[src/sv/mnau_pkg.sv]
// ----------------------------------------------------------------------------
// mnau_pkg: shared types and codes of the microprogram next-address unit
// Holds the item and sequencer state types, the jump code prefixes
// and the flag mode codes.
// ----------------------------------------------------------------------------
package mnau_pkg;

  localparam int unsigned AddrW  = 9;
  localparam int unsigned ByteW  = 8;
  localparam int unsigned JumpW  = 7;
  localparam int unsigned FlagCW = 4;
  localparam int unsigned PrioW  = 4;

  localparam logic ACT_LOAD = 1'b0;
  localparam logic ACT_STEP = 1'b1;

  // Jump kind prefixes, compared against the leading bits of the jump code.
  localparam logic [1:0] PFX_JCC = 2'b00;
  localparam logic [2:0] PFX_JZR = 3'b010;
  localparam logic [2:0] PFX_JCR = 3'b011;
  localparam logic [3:0] PFX_JCE = 4'b1110;
  localparam logic [2:0] PFX_JFL = 3'b100;
  localparam logic [3:0] PFX_JCF = 4'b1010;
  localparam logic [3:0] PFX_JZF = 4'b1011;
  localparam logic [3:0] PFX_JPR = 4'b1100;
  localparam logic [3:0] PFX_JLL = 4'b1101;
  localparam logic [4:0] PFX_JRL = 5'b11111;
  localparam logic [4:0] PFX_JPX = 5'b11110;

  // Input flag modes.
  localparam logic [1:0] FI_BOTH  = 2'b00;
  localparam logic [1:0] FI_ZERO  = 2'b01;
  localparam logic [1:0] FI_CARRY = 2'b10;
  localparam logic [1:0] FI_HOLD  = 2'b11;

  // Output flag modes.
  localparam logic [1:0] FO_LOW   = 2'b00;
  localparam logic [1:0] FO_CARRY = 2'b01;
  localparam logic [1:0] FO_ZERO  = 2'b10;
  localparam logic [1:0] FO_HIGH  = 2'b11;

  typedef struct packed {
    logic              action;
    logic [ByteW-1:0]  data_byte;
    logic [JumpW-1:0]  jump_code;
    logic [FlagCW-1:0] flag_code;
    logic              flag_in;
  } mnau_item_t;

  typedef struct packed {
    logic [AddrW-1:0] addr;
    logic [ByteW-1:0] data;
    logic [PrioW-1:0] prio;
    logic             temp_flag;
    logic             carry;
    logic             zero;
    logic             out_flag;
  } mnau_state_t;

endpackage

[src/sv/mnau_if.sv]
// ----------------------------------------------------------------------------
// mnau_if: handshake channels of the microprogram next-address unit
// One interface carries input items, the other carries result items; a beat
// moves when valid and ready are both high at a rising clock edge.
// ----------------------------------------------------------------------------
interface mnau_in_if;
  logic       valid;
  logic       ready;
  logic       action;
  logic [7:0] data_byte;
  logic [6:0] jump_code;
  logic [3:0] flag_code;
  logic       flag_in;

  modport source (output valid, action, data_byte, jump_code, flag_code, flag_in,
                  input ready);
  modport sink (input valid, action, data_byte, jump_code, flag_code, flag_in,
                output ready);
endinterface

interface mnau_out_if;
  logic       valid;
  logic       ready;
  logic [8:0] micro_address;
  logic       flag_out;
  logic       carry_flag;
  logic       zero_flag;

  modport source (output valid, micro_address, flag_out, carry_flag, zero_flag,
                  input ready);
  modport sink (input valid, micro_address, flag_out, carry_flag, zero_flag,
                output ready);
endinterface

[src/sv/mnau_step.sv]
// ----------------------------------------------------------------------------
// mnau_step: next-state logic of the sequencer
// Applies one load or step item to the current state: latches, flag update,
// output flag selection and the jump kind decode that forms the next address.
// ----------------------------------------------------------------------------
module mnau_step
  import mnau_pkg::*;
(
  input  mnau_item_t  item_i,
  input  mnau_state_t state_i,
  output mnau_state_t state_o
);

  mnau_state_t      flg;
  logic [AddrW-1:0] a;
  logic [JumpW-1:0] x;
  logic [PrioW-1:0] p;

  always_comb begin
    flg = state_i;
    flg.prio = {1'b0, state_i.data[2:0]};
    flg.temp_flag = item_i.flag_in;
    case (item_i.flag_code[1:0])
      FI_BOTH: begin
        flg.carry = item_i.flag_in;
        flg.zero  = item_i.flag_in;
      end
      FI_ZERO:  flg.zero  = item_i.flag_in;
      FI_CARRY: flg.carry = item_i.flag_in;
      default: ;
    endcase
    case (item_i.flag_code[3:2])
      FO_LOW:   flg.out_flag = 1'b0;
      FO_CARRY: flg.out_flag = flg.carry;
      FO_ZERO:  flg.out_flag = flg.zero;
      default:  flg.out_flag = 1'b1;
    endcase
  end

  always_comb begin
    x = item_i.jump_code;
    p = flg.prio;
    a = state_i.addr;
    if (x[6:5] == PFX_JCC) begin
      a[8:4] = x[4:0];
    end else if (x[6:4] == PFX_JZR) begin
      a = {5'b0, x[3:0]};
    end else if (x[6:4] == PFX_JCR) begin
      a[3:0] = x[3:0];
    end else if (x[6:3] == PFX_JCE) begin
      a[6:4] = x[2:0];
    end else if (x[6:4] == PFX_JFL) begin
      a[7:4] = x[3:0];
      a[2:0] = {2'b01, flg.temp_flag};
    end else if (x[6:3] == PFX_JCF) begin
      a[6:4] = x[2:0];
      a[2:0] = {2'b01, flg.carry};
    end else if (x[6:3] == PFX_JZF) begin
      a[6:4] = x[2:0];
      a[2:0] = {2'b01, flg.zero};
    end else if (x[6:3] == PFX_JPR) begin
      a[6:4] = x[2:0];
      a[3:0] = p;
    end else if (x[6:3] == PFX_JLL) begin
      a[6:4] = x[2:0];
      a[3:0] = {2'b01, p[3], p[2]};
    end else if (x[6:2] == PFX_JRL) begin
      a[6:4] = x[2:0];
      a[3:0] = {2'b11, p[1], p[0]};
    end else begin
      // The remaining prefix is the JPX kind.
      a[5:4] = x[1:0];
      a[3:0] = state_i.data[7:4];
    end
  end

  always_comb begin
    state_o = state_i;
    if (item_i.action == ACT_LOAD) begin
      state_o.data = item_i.data_byte;
      state_o.addr = {1'b0, item_i.data_byte[3:0], item_i.data_byte[7:4]};
    end else begin
      state_o = flg;
      state_o.addr = a;
    end
  end

endmodule

[src/sv/microprogram_next_address_unit.sv]
// ----------------------------------------------------------------------------
// microprogram_next_address_unit: bit-slice style microprogram sequencer
// Each item passes the input register, then the result register, which offers
// its beat. Throughput: one beat per cycle while out_o.ready holds; the state
// update and jump decode sit between the two registers in a single pass.
// Reset: address, data latch, priority latch and all flags clear to zero, and
// both pipeline registers come up empty.
// ----------------------------------------------------------------------------
module microprogram_next_address_unit
  import mnau_pkg::*;
(
  input  logic       clk_i,
  input  logic       rst_ni,
  mnau_in_if.sink    in_i,
  mnau_out_if.source out_o
);

  logic        in_vld_q;
  mnau_item_t  item_q;
  mnau_state_t state_q, state_d;
  logic        out_vld_q;
  logic        advance;

  assign advance    = in_vld_q && (!out_vld_q || out_o.ready);
  assign in_i.ready = !in_vld_q || advance;

  mnau_step u_step (
    .item_i  (item_q),
    .state_i (state_q),
    .state_o (state_d)
  );

  always_ff @(posedge clk_i or negedge rst_ni) begin
    if (!rst_ni) begin
      in_vld_q <= 1'b0;
    end else if (in_i.ready) begin
      in_vld_q <= in_i.valid;
    end
  end

  always_ff @(posedge clk_i) begin
    if (in_i.ready && in_i.valid) begin
      item_q <= '{action:    in_i.action,
                  data_byte: in_i.data_byte,
                  jump_code: in_i.jump_code,
                  flag_code: in_i.flag_code,
                  flag_in:   in_i.flag_in};
    end
  end

  // The state register doubles as the result register: it is written exactly
  // when an item moves into the output stage.
  always_ff @(posedge clk_i or negedge rst_ni) begin
    if (!rst_ni) begin
      state_q   <= '0;
      out_vld_q <= 1'b0;
    end else begin
      if (advance) begin
        state_q <= state_d;
      end
      if (advance) begin
        out_vld_q <= 1'b1;
      end else if (out_o.ready) begin
        out_vld_q <= 1'b0;
      end
    end
  end

  assign out_o.valid         = out_vld_q;
  assign out_o.micro_address = state_q.addr;
  assign out_o.flag_out      = state_q.out_flag;
  assign out_o.carry_flag    = state_q.carry;
  assign out_o.zero_flag     = state_q.zero;

endmodule
[src/flat_wrapper.sv]
// flat-port wrapper written by rule: the top's interface ports become plain ports
module microprogram_next_address_unit_flat import mnau_pkg::*;
  (clk_i, rst_ni, in_i_valid, in_i_action, in_i_data_byte, in_i_jump_code, in_i_flag_code, in_i_flag_in, in_i_ready, out_o_valid, out_o_micro_address, out_o_flag_out, out_o_carry_flag, out_o_zero_flag, out_o_ready);
  mnau_in_if in_i_i ();
  mnau_out_if out_o_i ();
  input  logic clk_i;
  input  logic rst_ni;
  input wire logic [$bits(in_i_i.valid)-1:0] in_i_valid;
  input wire logic [$bits(in_i_i.action)-1:0] in_i_action;
  input wire logic [$bits(in_i_i.data_byte)-1:0] in_i_data_byte;
  input wire logic [$bits(in_i_i.jump_code)-1:0] in_i_jump_code;
  input wire logic [$bits(in_i_i.flag_code)-1:0] in_i_flag_code;
  input wire logic [$bits(in_i_i.flag_in)-1:0] in_i_flag_in;
  output wire logic [$bits(in_i_i.ready)-1:0] in_i_ready;
  output wire logic [$bits(out_o_i.valid)-1:0] out_o_valid;
  output wire logic [$bits(out_o_i.micro_address)-1:0] out_o_micro_address;
  output wire logic [$bits(out_o_i.flag_out)-1:0] out_o_flag_out;
  output wire logic [$bits(out_o_i.carry_flag)-1:0] out_o_carry_flag;
  output wire logic [$bits(out_o_i.zero_flag)-1:0] out_o_zero_flag;
  input wire logic [$bits(out_o_i.ready)-1:0] out_o_ready;
  assign in_i_i.valid = in_i_valid;
  assign in_i_i.action = in_i_action;
  assign in_i_i.data_byte = in_i_data_byte;
  assign in_i_i.jump_code = in_i_jump_code;
  assign in_i_i.flag_code = in_i_flag_code;
  assign in_i_i.flag_in = in_i_flag_in;
  assign in_i_ready = in_i_i.ready;
  assign out_o_valid = out_o_i.valid;
  assign out_o_micro_address = out_o_i.micro_address;
  assign out_o_flag_out = out_o_i.flag_out;
  assign out_o_carry_flag = out_o_i.carry_flag;
  assign out_o_zero_flag = out_o_i.zero_flag;
  assign out_o_i.ready = out_o_ready;
  microprogram_next_address_unit u_core (.clk_i(clk_i), .rst_ni(rst_ni), .in_i(in_i_i), .out_o(out_o_i));
endmodule
[config.mk]
export PLATFORM = sky130hd
export DESIGN_NAME = microprogram_next_address_unit_flat
export DESIGN_NICKNAME = d
export VERILOG_FILES = /design/src/sv/mnau_pkg.sv /design/src/sv/mnau_if.sv /design/src/sv/mnau_step.sv /design/src/sv/microprogram_next_address_unit.sv /design/src/flat_wrapper.sv
export SDC_FILE = /design/constraint.sdc
export NUM_CORES = 1
export LEC_CHECK = 0
export BUFFER_PORTS_ARGS = -buffer_cell sky130_fd_sc_hd__buf_4
export CAP_MARGIN = 15
export CORE_MARGIN = 2
export CORE_UTILIZATION = 54
export CTS_CLUSTER_DIAMETER = 150
export DETAILED_ROUTE_END_ITERATION = 8
export PLACE_DENSITY = 0.79
export SYNTH_ARGS = -nofsm -noshare
export SYNTH_HDL_FRONTEND = slang
export SYNTH_SLANG_ARGS = --single-unit
[constraint.sdc]
create_clock -name clk_i -period 1.9 [get_ports clk_i]
set_input_delay 0.095 -clock clk_i [delete_from_list [all_inputs] [get_ports clk_i]]
set_output_delay 0.095 -clock clk_i [all_outputs]
set_load 0.03 [all_outputs]
# Word level (Yosys, flattened, before mapping)
# Cells that the tools add are included.
[classes] n_mux=29 n_eq_ne=23 n_reduce_logical=20 bitwise=1
[ops] cell="4-bit inequality test, second input constant" count=7
[ops] cell="3-bit 2-to-1 mux" count=7
[ops] cell="4-bit equality test, second input constant" count=5
[ops] cell="4-bit 2-to-1 mux" count=5
[ops] cell="17-bit 2-to-1 mux" count=1
[ops] cell="7-bit 2-to-1 mux" count=2
[ops] cell="1-bit 2-to-1 mux" count=11
[ops] cell="10-bit inequality test, second input constant" count=1
[ops] cell="8-bit 2-to-1 mux" count=1
[ops] cell="2-bit AND reduction" count=4
[ops] cell="3-bit by 2-bit equality test with 1-bit output, second input constant" count=2
[ops] cell="2-bit zero test" count=3
[ops] cell="3-bit AND reduction" count=2
[ops] cell="6-bit AND reduction" count=1
[ops] cell="5-bit equality test, second input constant" count=1
[ops] cell="5-bit 2-to-1 mux" count=1
[ops] cell="2-bit by 1-bit equality test with 1-bit output, second input constant" count=2
[ops] cell="2-bit equality test, second input constant" count=2
[ops] cell="4-bit AND reduction" count=1
[ops] cell="2-bit OR reduction" count=2
[ops] cell="3-bit equality test, second input constant" count=1
[ops] cell="3-bit inequality test, second input constant" count=1
[ops] cell="1-bit one-hot mux with 3 select lines" count=1
[ops] cell="1-bit logical AND" count=2
[ops] cell="5 further kinds" count=7
[totals] reg_bits=43 word_cells=90 input_bits=25 output_inout_bits=14

# Longest topological paths before layout
# Gate-level depths: netlist of the first run.
[logic_depth] word_depth=12 mapped_depth=6 mapped_depth_nobuf=5

# By module
# A second synthesis of the first run with hierarchy kept.
[hier_totals] hier_cells=212 area_unflattened_um2=2551.2
[modules_own_cells] module="microprogram_next_address_unit" cells_each=90 instances=1 seq_area_each_um2=1306.3 area_per_inst_um2=1823.0
[modules_own_cells] module="mnau_step" cells_each=122 instances=1 seq_area_each_um2=0.0 area_per_inst_um2=728.2

# Worst setup path after synthesis of the first run
# Ideal clock, no wire load.
[synth_timing] kind="register -> register" startpoint="reg u_core.out_vld_q (netlist: u_core.out_o.valid)" endpoint="reg u_core.item_q[0] (netlist bit), enable pin" stages_incl_launch_ff=3 n_path_buf=0 t_required_ps=1521 synth_period_minus_slack_ps=1833 setup_ps=379 t_arrival_ps=1453 setup_slack_ps=67 cell_sequence="dfrtp_1 > nand3b_1 > and2_1"
[synth_between] elab_chain_len=5
[synth_lines] item="start: declaration" line="microprogram_next_address_unit.sv:21" source="logic out_vld_q;"
[synth_lines] item="start signal: assignment" line="microprogram_next_address_unit.sv:56" source="out_vld_q <= 1'b0;"
[synth_lines] item="start signal: assignment" line="microprogram_next_address_unit.sv:62" source="out_vld_q <= 1'b1;"
[synth_lines] item="start signal: assignment" line="microprogram_next_address_unit.sv:64" source="out_vld_q <= 1'b0;"
[synth_lines] item="1-bit zero test" line="microprogram_next_address_unit.sv:24" source="assign advance = in_vld_q && (!out_vld_q || out_o.ready);"
[synth_lines] item="1-bit logical OR" line="microprogram_next_address_unit.sv:24"
[synth_lines] item="1-bit logical AND" line="microprogram_next_address_unit.sv:24"
[synth_lines] item="1-bit logical OR" line="microprogram_next_address_unit.sv:25" source="assign in_i.ready = !in_vld_q || advance;"
[synth_lines] item="via in_i_ready" line="flat_wrapper.sv:14" source="output wire logic [$bits(in_i_i.ready)-1:0] in_i_ready;"
[synth_lines] item="1-bit logical AND" line="microprogram_next_address_unit.sv:42" source="if (in_i.ready && in_i.valid) begin"
[synth_lines] item="end signal: assignment" line="microprogram_next_address_unit.sv:43" source="item_q <= '{action: in_i.action,"
[synth_lines] item="end: declaration" line="microprogram_next_address_unit.sv:19" source="mnau_item_t item_q;"
# The timed path passes the listed nets, and every way through them passes these cells.
# A chain may end at the register's enable or synchronous reset.

# Worst setup path after layout of the first run
[layout_timing] startpoint="reg u_core.item_q[8] (netlist bit)" endpoint="reg u_core.state_q (netlist bit u_core.out_o.micro_address[0])"
[layout_between] elab_chain_len=12 elab_cells_between_ends=19
[layout_lines] item="5-bit equality test" line="mnau_step.sv:67" source="end else if (x[6:2] == PFX_JRL) begin"
[layout_lines] item="4-bit 2-to-1 mux" line="mnau_step.sv:67"
[layout_lines] item="7-bit 2-to-1 mux" line="mnau_step.sv:64" source="end else if (x[6:3] == PFX_JLL) begin"
[layout_lines] item="7-bit 2-to-1 mux" line="mnau_step.sv:61" source="end else if (x[6:3] == PFX_JPR) begin"
[layout_lines] item="3-bit 2-to-1 mux" line="mnau_step.sv:58" source="end else if (x[6:3] == PFX_JZF) begin"
[layout_lines] item="3-bit 2-to-1 mux" line="mnau_step.sv:55" source="end else if (x[6:3] == PFX_JCF) begin"
[layout_lines] item="3-bit 2-to-1 mux" line="mnau_step.sv:52" source="end else if (x[6:4] == PFX_JFL) begin"
[layout_lines] item="4-bit 2-to-1 mux" line="mnau_step.sv:50" source="end else if (x[6:3] == PFX_JCE) begin"
[layout_lines] item="4-bit 2-to-1 mux" line="mnau_step.sv:48" source="end else if (x[6:4] == PFX_JCR) begin"
[layout_lines] item="8-bit 2-to-1 mux" line="mnau_step.sv:46" source="end else if (x[6:4] == PFX_JZR) begin"
[layout_lines] item="4-bit 2-to-1 mux" line="mnau_step.sv:44" source="if (x[6:5] == PFX_JCC) begin"
[layout_lines] item="17-bit 2-to-1 mux" line="mnau_step.sv:79" source="if (item_i.action == ACT_LOAD) begin"
[layout_lines] item="end signal: assignment" line="microprogram_next_address_unit.sv:59" source="state_q <= state_d;"
[layout_lines] item="end: declaration" line="microprogram_next_address_unit.sv:20" source="mnau_state_t state_q, state_d;"
# Several ways; a longest one is shown, not always the timed one. The select of a mux whose other input is x is not followed.

==> results of run 1 <==
-- power groups by stage --
stage / sequential [W] / combinational [W] / clock (W)
floorplan: 0.00121 / 0.000385 / 0
global placement: 0.00122 / 0.000517 / 0
detailed placement: 0.00122 / 0.000526 / 0
CTS: 0.00120 / 0.000565 / 0.000584
global route: 0.00122 / 0.000623 / 0.000627
finish: 0.00120 / 0.000572 / 0.000569
-- worst max-delay path, delay by kind of cell (launching register included) --
kind | cells | cell delay [ns]
AO/OA/AOI/OAI | 3 | 0.67
AND/OR/NAND/NOR | 2 | 0.34
flip-flops | 1 | 0.68
-- layer usage --
metal | part of all wire | GRT usage
met5 | 0 | 0
met4 | 0.023 | 0.1332
met3 | 0.065 | 0.05106
met2 | 0.49 | 0.3854
met1 | 0.42 | 0.3199
-- worst max-delay path by stage --
stage	startpoint	to	cells past startpoint
2_1_floorplan	u_core.out_o.valid$_DFFE_PN0P_	u_core.item_q[0]$_DFFE_PP_	2
3_3_place_gp	u_core.item_q[11]$_DFFE_PP_	u_core.out_o.micro_address[0]$_DFFE_PN0P_	5
3_5_place_dp	u_core.item_q[8]$_DFFE_PP_	u_core.out_o.micro_address[0]$_DFFE_PN0P_	5
4_1_cts	u_core.item_q[9]$_DFFE_PP_	u_core.out_o.micro_address[0]$_DFFE_PN0P_	5
5_1_grt	u_core.item_q[8]$_DFFE_PP_	u_core.out_o.micro_address[0]$_DFFE_PN0P_	5
6_report	u_core.item_q[8]$_DFFE_PP_	u_core.out_o.micro_address[0]$_DFFE_PN0P_	5
-- what timing repair did --
action | in CTS | in global routing
setup endpoints to repair | 0 | 1
hold buffers | 23 | 0
hold endpoints to repair | 43 | 0
setup buffers | 0 | 2
-- metrics by stage --
stage                 util  worst slack, ns  power [W]
floorplan                -          0.06719   0.001595
global placement    0.6471           0.2406   0.001733
detailed placement  0.6471           0.2037   0.001748
CTS                 0.7383           0.1905   0.002350
global route        0.7427         0.005059   0.002470
finish              0.7427           0.1723   0.002342
-- logic make-up (layout without fill, tap and decap cells) --
| group | after synthesis | after routing |
|---|---|---|
| adder cells (fa/ha/maj) | 1 | 1 |
| AND/OR/NAND/NOR | 44 | 44 |
| flip-flops | 42 | 42 |
| multiplexers | 12 | 12 |
| buffers and inverters | 23 | 80 |
| AO/OA/AOI/OAI | 45 | 45 |
-- layout make-up --
class	instances	area [µm²]	share of cell area
sequential	42	1156	0.4592
multi-input combinational	102	656.9	0.2609
timing repair buffer	64	538.0	0.2137
tap	46	57.56	0.02286
clock buffer	6	41.29	0.01640
clock inverter	2	37.54	0.01491
inverter	8	30.03	0.01193
-- registers in the layout (all words and copies together), names as in the netlist --
| register | count |
|---|---|
| u_core.in_vld_q | 1 |
| u_core.item_q | 21 |
| u_core.out_o.carry_flag | 1 |
| u_core.out_o.flag_out | 1 |
| u_core.out_o.micro_address | 9 |
| u_core.out_o.valid | 1 |
| u_core.out_o.zero_flag | 1 |
| u_core.state_q | 7 |
-- cells in the final DEF (no fill, tap or decap), types with 2 or more instances in the layout --
cell type,count
nand2b_1,5
o21ai_1,12
nor2_2,2
nor3_1,3
nand2_2,2
a31oi_1,5
nor2_1,10
nand2_1,14
o21ai_0,3
dfrtp_1,21
edfxtp_1,21
inv_2,2
a211oi_1,2
buf_4,41
mux2_2,9
mux2_1,2
a21oi_1,6
clkbuf_4,5
inv_1,6
and2_1,2
a22oi_1,4
dlygate4sd3_1,23
==> impl_metrics.tcl, run 1 <==
set metrics [dict create \
    status "completed" \
    ys_types 43 \
    ir_worst_vdd_uv 701.6 \
    p_comb_frac 0.244 \
    placed_area_um2 2193 \
    post-route-period-util 0.9093 \
    drc_errors 0 \
    drive_above_1_share 0.2902 \
    grt_overflow 0 \
    cp-end-kind "flip-flop" \
    synthSimpleGateAreaFrac 0.1093 \
    min_path_cells 3 \
    grt_util_all_layers 0.2458 \
    tightest_slew_ns 0.5767 \
    reg2reg_depth 5 \
    min_path_type "primary input to flip-flop" \
    crit_path_start_kind "flip-flop" \
    finalClockSkew_ns 0.008070 \
    rsz0062_at_grt "no" \
    maxSlewViolCount 0 \
    drt_iter0_markers 102 \
    cap_violations 0 \
    gp_congestion 0.9293 \
    cp_cell_sequence "nand3_1 > nor2_2 > o21ai_1 > a2111oi_2 > o22a_1" \
    syn_area_per_cell_um2 11.66 \
    antenna_found_initial 0 \
    root_buffer "clkbuf_4" \
    clkPwrFrac 0.243 \
    setup_tns_ns 0 \
    fin_area_um2 2517 \
    hpwl_mm 2.712 \
    fillers 224 \
    nets 248 \
    pwr-share-seq 0.513 \
    grt_max_degree 22 \
    timing.hold.ws_ns 0.01989 \
    p_sw_w 0.0007088 \
    finalSetupViolations 0 \
    coreArea_um2 3390 \
    ant_nets 0 \
    port_buffers 38 \
    die_h_um 64.05 \
    synth_nets 192 \
    dp.cells 237 \
    timing.rr.start "u_core.item_q[8]$_DFFE_PP_" \
    synth_xor_area_frac 0 \
    cts_buffer_depth 2 \
    synth-edff-count 21 \
    slowest_stage "edfxtp_1" \
    required_ns 2.21 \
    syn_inst 167 \
    synthTopCellsByArea "edfxtp_1, dfrtp_1, mux2_2" \
    synthArstFlopShare 0.5000 \
    cts_tree "yes" \
    ios 39 \
    max_stage_delay_ns 0.68 \
    via_per_inst 5.474 \
    synth-compound-area-share 0.1542 \
    synth_area_leader_cell "edfxtp_1" \
    grt_pass1_vias 1560 \
    instances_no_fill 270 \
    synth_top_area_frac 0.3239 \
    power.density_nw_per_um2 930.5 \
    ys_ff_latch 42 \
    swShare 0.3026 \
    firstDrtPassIters 4 \
    wirelength_mm 4.250 \
    fmax_ghz 0.5788 \
    synth_fa_ha_area_frac 0.005141 \
    netlist_area_um2 1947 \
    rr_endpoint "u_core.out_o.micro_address[0]$_DFFE_PN0P_" \
    grt_pass1_wl_mm 7.376 \
    yosysSeqAreaShare 0.5938 \
    initial_utilization 0.5744 \
    rrSetupSlack_ns 0.17 \
    critPathArrivalTime_ns 2.04 \
    criticalPathCategory "flip-flop to flip-flop" \
    wl_per_cell_um 15.74 \
    clk_pin_slew_ns 0.13 \
    ys.flop_type "edfxtp_1" \
    antenna_cells 0 \
    yosys_warnings 0 \
    intPower_w 0.001634 \
    hold_viol 0 \
    hp-start "out_o_ready" \
    clkSinkCount 42 \
    synth_mux_area_frac 0.06877 \
    path_max_fanout 13 \
    clk_latency_ns 0.36 \
    area_growth_pct 29.31 \
    vias 1478 \
    hold_path_end "u_core.out_o.valid$_DFFE_PN0P_" \
    synthTopCellsByCount "dfrtp_1, edfxtp_1, nand2_1" \
    cts_resized 0 \
    fp.dieW_um 64.05 \
    cts_buffers 5 \
    relSlewSlack 0.6155 \
    p_leak_nw 1.034 \
    htreeDepth 2 \
    rows 21 \
    fin_crit_ns 1.728 \
    die-area_um2 4102 \
    synth_top_family_by_area "compound AO/OA/AOI/OAI gates" \
]
Note: power is estimated with default switching activity, not from simulation.
==> inputs of run 2 (changes only) <==
- CORE_ASPECT_RATIO: unset -> 1.2
- CORE_MARGIN: 2 -> unset
- CORE_UTILIZATION: 54 -> 57
- PLACE_DENSITY: 0.79 -> 0.8
- SYNTH_HIERARCHICAL: unset -> 1
==> run 2 against run 1 <==
Final area increased by 11%. Flip-flop and latch count unchanged. Area after synthesis up 16%. Register-to-register slack got worse by 0.06 ns. Wire length rose by 1.8%. Clock skew up 0.0025 ns.
==> impl_metrics.tcl, run 2 <==
set metrics [dict create \
    cap_violations 0 \
    pwr-share-seq 0.476 \
    finalClockSkew_ns 0.01054 \
    min_path_type "primary input to flip-flop" \
    reg2reg_depth 5 \
    hpwl_mm 2.753 \
    drt_iter0_markers 90 \
    slowest_stage "or4b_1" \
    area_growth_pct 23.07 \
    ios 39 \
    final_common_cell "buf_4" \
    place_ws_ns 0.1308 \
    syn_inst 190 \
    cp_top_family "simple AND/OR/NAND/NOR gates" \
    cp_cell_sequence "or4b_1 > o311ai_1 > a31oi_1 > o31a_1 > mux2_4" \
    p_comb_frac 0.300 \
    rr_endpoint "u_core/out_o.micro_address[0]$_DFFE_PN0P_" \
    power.density_nw_per_um2 943.0 \
    drive_above_1_share 0.3169 \
    max_stage_delay_ns 0.54 \
    cts_setup_buffers 0 \
    coreArea_um2 3724 \
    hp-start "out_o_ready" \
    p_sw_w 0.0008132 \
    clkPwrFrac 0.224 \
    grt_util_all_layers 0.2308 \
    grt_pass1_vias 1685 \
    fin_util 0.7493 \
    tightest_slew_ns 0.3864 \
    rsz0062_at_grt "no" \
    netlist_area_um2 2267 \
    criticalPathCategory "flip-flop to flip-flop" \
    rows 24 \
    critPathArrivalTime_ns 1.97 \
    root_buffer "clkbuf_8" \
    finalSetupViolations 0 \
    largest_register "u_core/item_q" \
    cts_tree "yes" \
    htreeDepth 2 \
    fillers 266 \
    wl_per_cell_um 14.66 \
    intPower_w 0.001818 \
    hold_viol 0 \
    antenna_found_initial 0 \
    grt_pass1_wl_mm 7.182 \
    cts_resized 0 \
    clk_pin_slew_ns 0.07 \
    critPathBufInv 0 \
    setup_ws_ns 0.1163 \
    post-route-period-util 0.9388 \
    hold_path_end "u_core/in_vld_q$_DFFE_PN0P_" \
    clk_latency_ns 0.30 \
    port_buffers 38 \
    swShare 0.3090 \
    grt_max_degree 32 \
    initial_utilization 0.6089 \
    nets 267 \
    final_cell_mix "buf_4, dlygate4sd3_1, dfrtp_1, edfxtp_1, nand2_1" \
    path_max_fanout 4 \
    via_per_inst 5.475 \
    ctsHoldBuffers 23 \
    yosys_warnings 6 \
    antenna_cells 0 \
    clkSinkCount 42 \
    die_h_um 71.09 \
    relSlewSlack 0.7424 \
    fp.dieW_um 59.57 \
    largest_reg_flops 21 \
    ir_worst_vdd_uv 713.2 \
    maxSlewViolCount 0 \
    syn_area_per_cell_um2 11.93 \
    cp-end-kind "flip-flop" \
    synth_nets 215 \
    fin_crit_ns 1.784 \
    cts_buffer_depth 2 \
    ant_nets 0 \
    gp_congestion 0.8008 \
    status "completed" \
    crit_path_start_kind "flip-flop" \
    timing.rr.start "u_core/state_q[8]$_DFFE_PN0P_" \
    fmax_ghz 0.5606 \
    cts_buffers 5 \
    grt_overflow 0 \
    min_path_cells 3 \
    p_leak_nw 1.219 \
    setup_tns_ns 0 \
    die-area_um2 4235 \
    vias 1615 \
    wirelength_mm 4.326 \
    drc_errors 0 \
    firstDrtPassIters 5 \
    required_ns 2.09 \
    total_power_w 0.002631 \
    rrSetupSlack_ns 0.12 \
]
[run 2: power groups by stage]
stage | Sequential [W] | Clock, W | Combinational [W]
floorplan | 0.00128 | 0 | 0.000570
global placement | 0.00126 | 0 | 0.000725
detailed placement | 0.00127 | 0 | 0.000748
CTS | 0.00125 | 0.000609 | 0.000788
global route | 0.00127 | 0.000644 | 0.000845
finish | 0.00125 | 0.000589 | 0.000789
[run 2: how the worst max path moves through the flow]
stage | from | to | slack (ns) | cells after the start
after detailed placement | u_core/state_q[8]$_DFFE_PN0P_ | u_core/out_o.micro_address[0]$_DFFE_PN0P_ | 0.13 | 5
after floorplan | u_core/out_o.valid$_DFFE_PN0P_ | u_core/item_q[0]$_DFFE_PP_ | 0.03 | 2
after global routing | u_core/item_q[9]$_DFFE_PP_ | u_core/out_o.micro_address[0]$_DFFE_PN0P_ | 0.03 | 6
after CTS | u_core/state_q[8]$_DFFE_PN0P_ | u_core/out_o.micro_address[0]$_DFFE_PN0P_ | 0.11 | 5
after global placement | u_core/state_q[8]$_DFFE_PN0P_ | u_core/out_o.micro_address[0]$_DFFE_PN0P_ | 0.18 | 5
final | u_core/state_q[8]$_DFFE_PN0P_ | u_core/out_o.micro_address[0]$_DFFE_PN0P_ | 0.12 | 5
[run 2: final cells by class]
class	instances	area [µm²]	area share
timing repair buffer	67	560.5	0.2009
tap	52	65.06	0.02332
inverter	7	26.28	0.009417
multi-input combinational	119	892.1	0.3197
clock buffer	8	90.09	0.03229
sequential	42	1156	0.4143
[run 2: per-stage QoR]
step	hold slack [ns]	cells	cell area [µm²]
global placement	-0.005800	264	2470
finish	0.1174	295	2790
floorplan	-0.2006	190	2267
global route	0.1344	295	2790
CTS	0.1038	295	2790
detailed placement	-0.006299	264	2470
[run 2: worst register-to-register path: cells and delay by family (launching register included)]
kind,cells,cell delay [ns]
flip-flops,1,0.41
AND/OR/NAND/NOR,1,0.54
multiplexers,1,0.26
AO/OA/AOI/OAI,3,0.47
[run 2: layer usage]
layer / up-vias / GRT usage / share of wire
met5: - / 0 / 0
met4: 0 / 0.1137 / 0.021
met3: 11 / 0.06764 / 0.048
met2: 53 / 0.4032 / 0.54
met1: 776 / 0.2479 / 0.39
li1: 775 / - / -
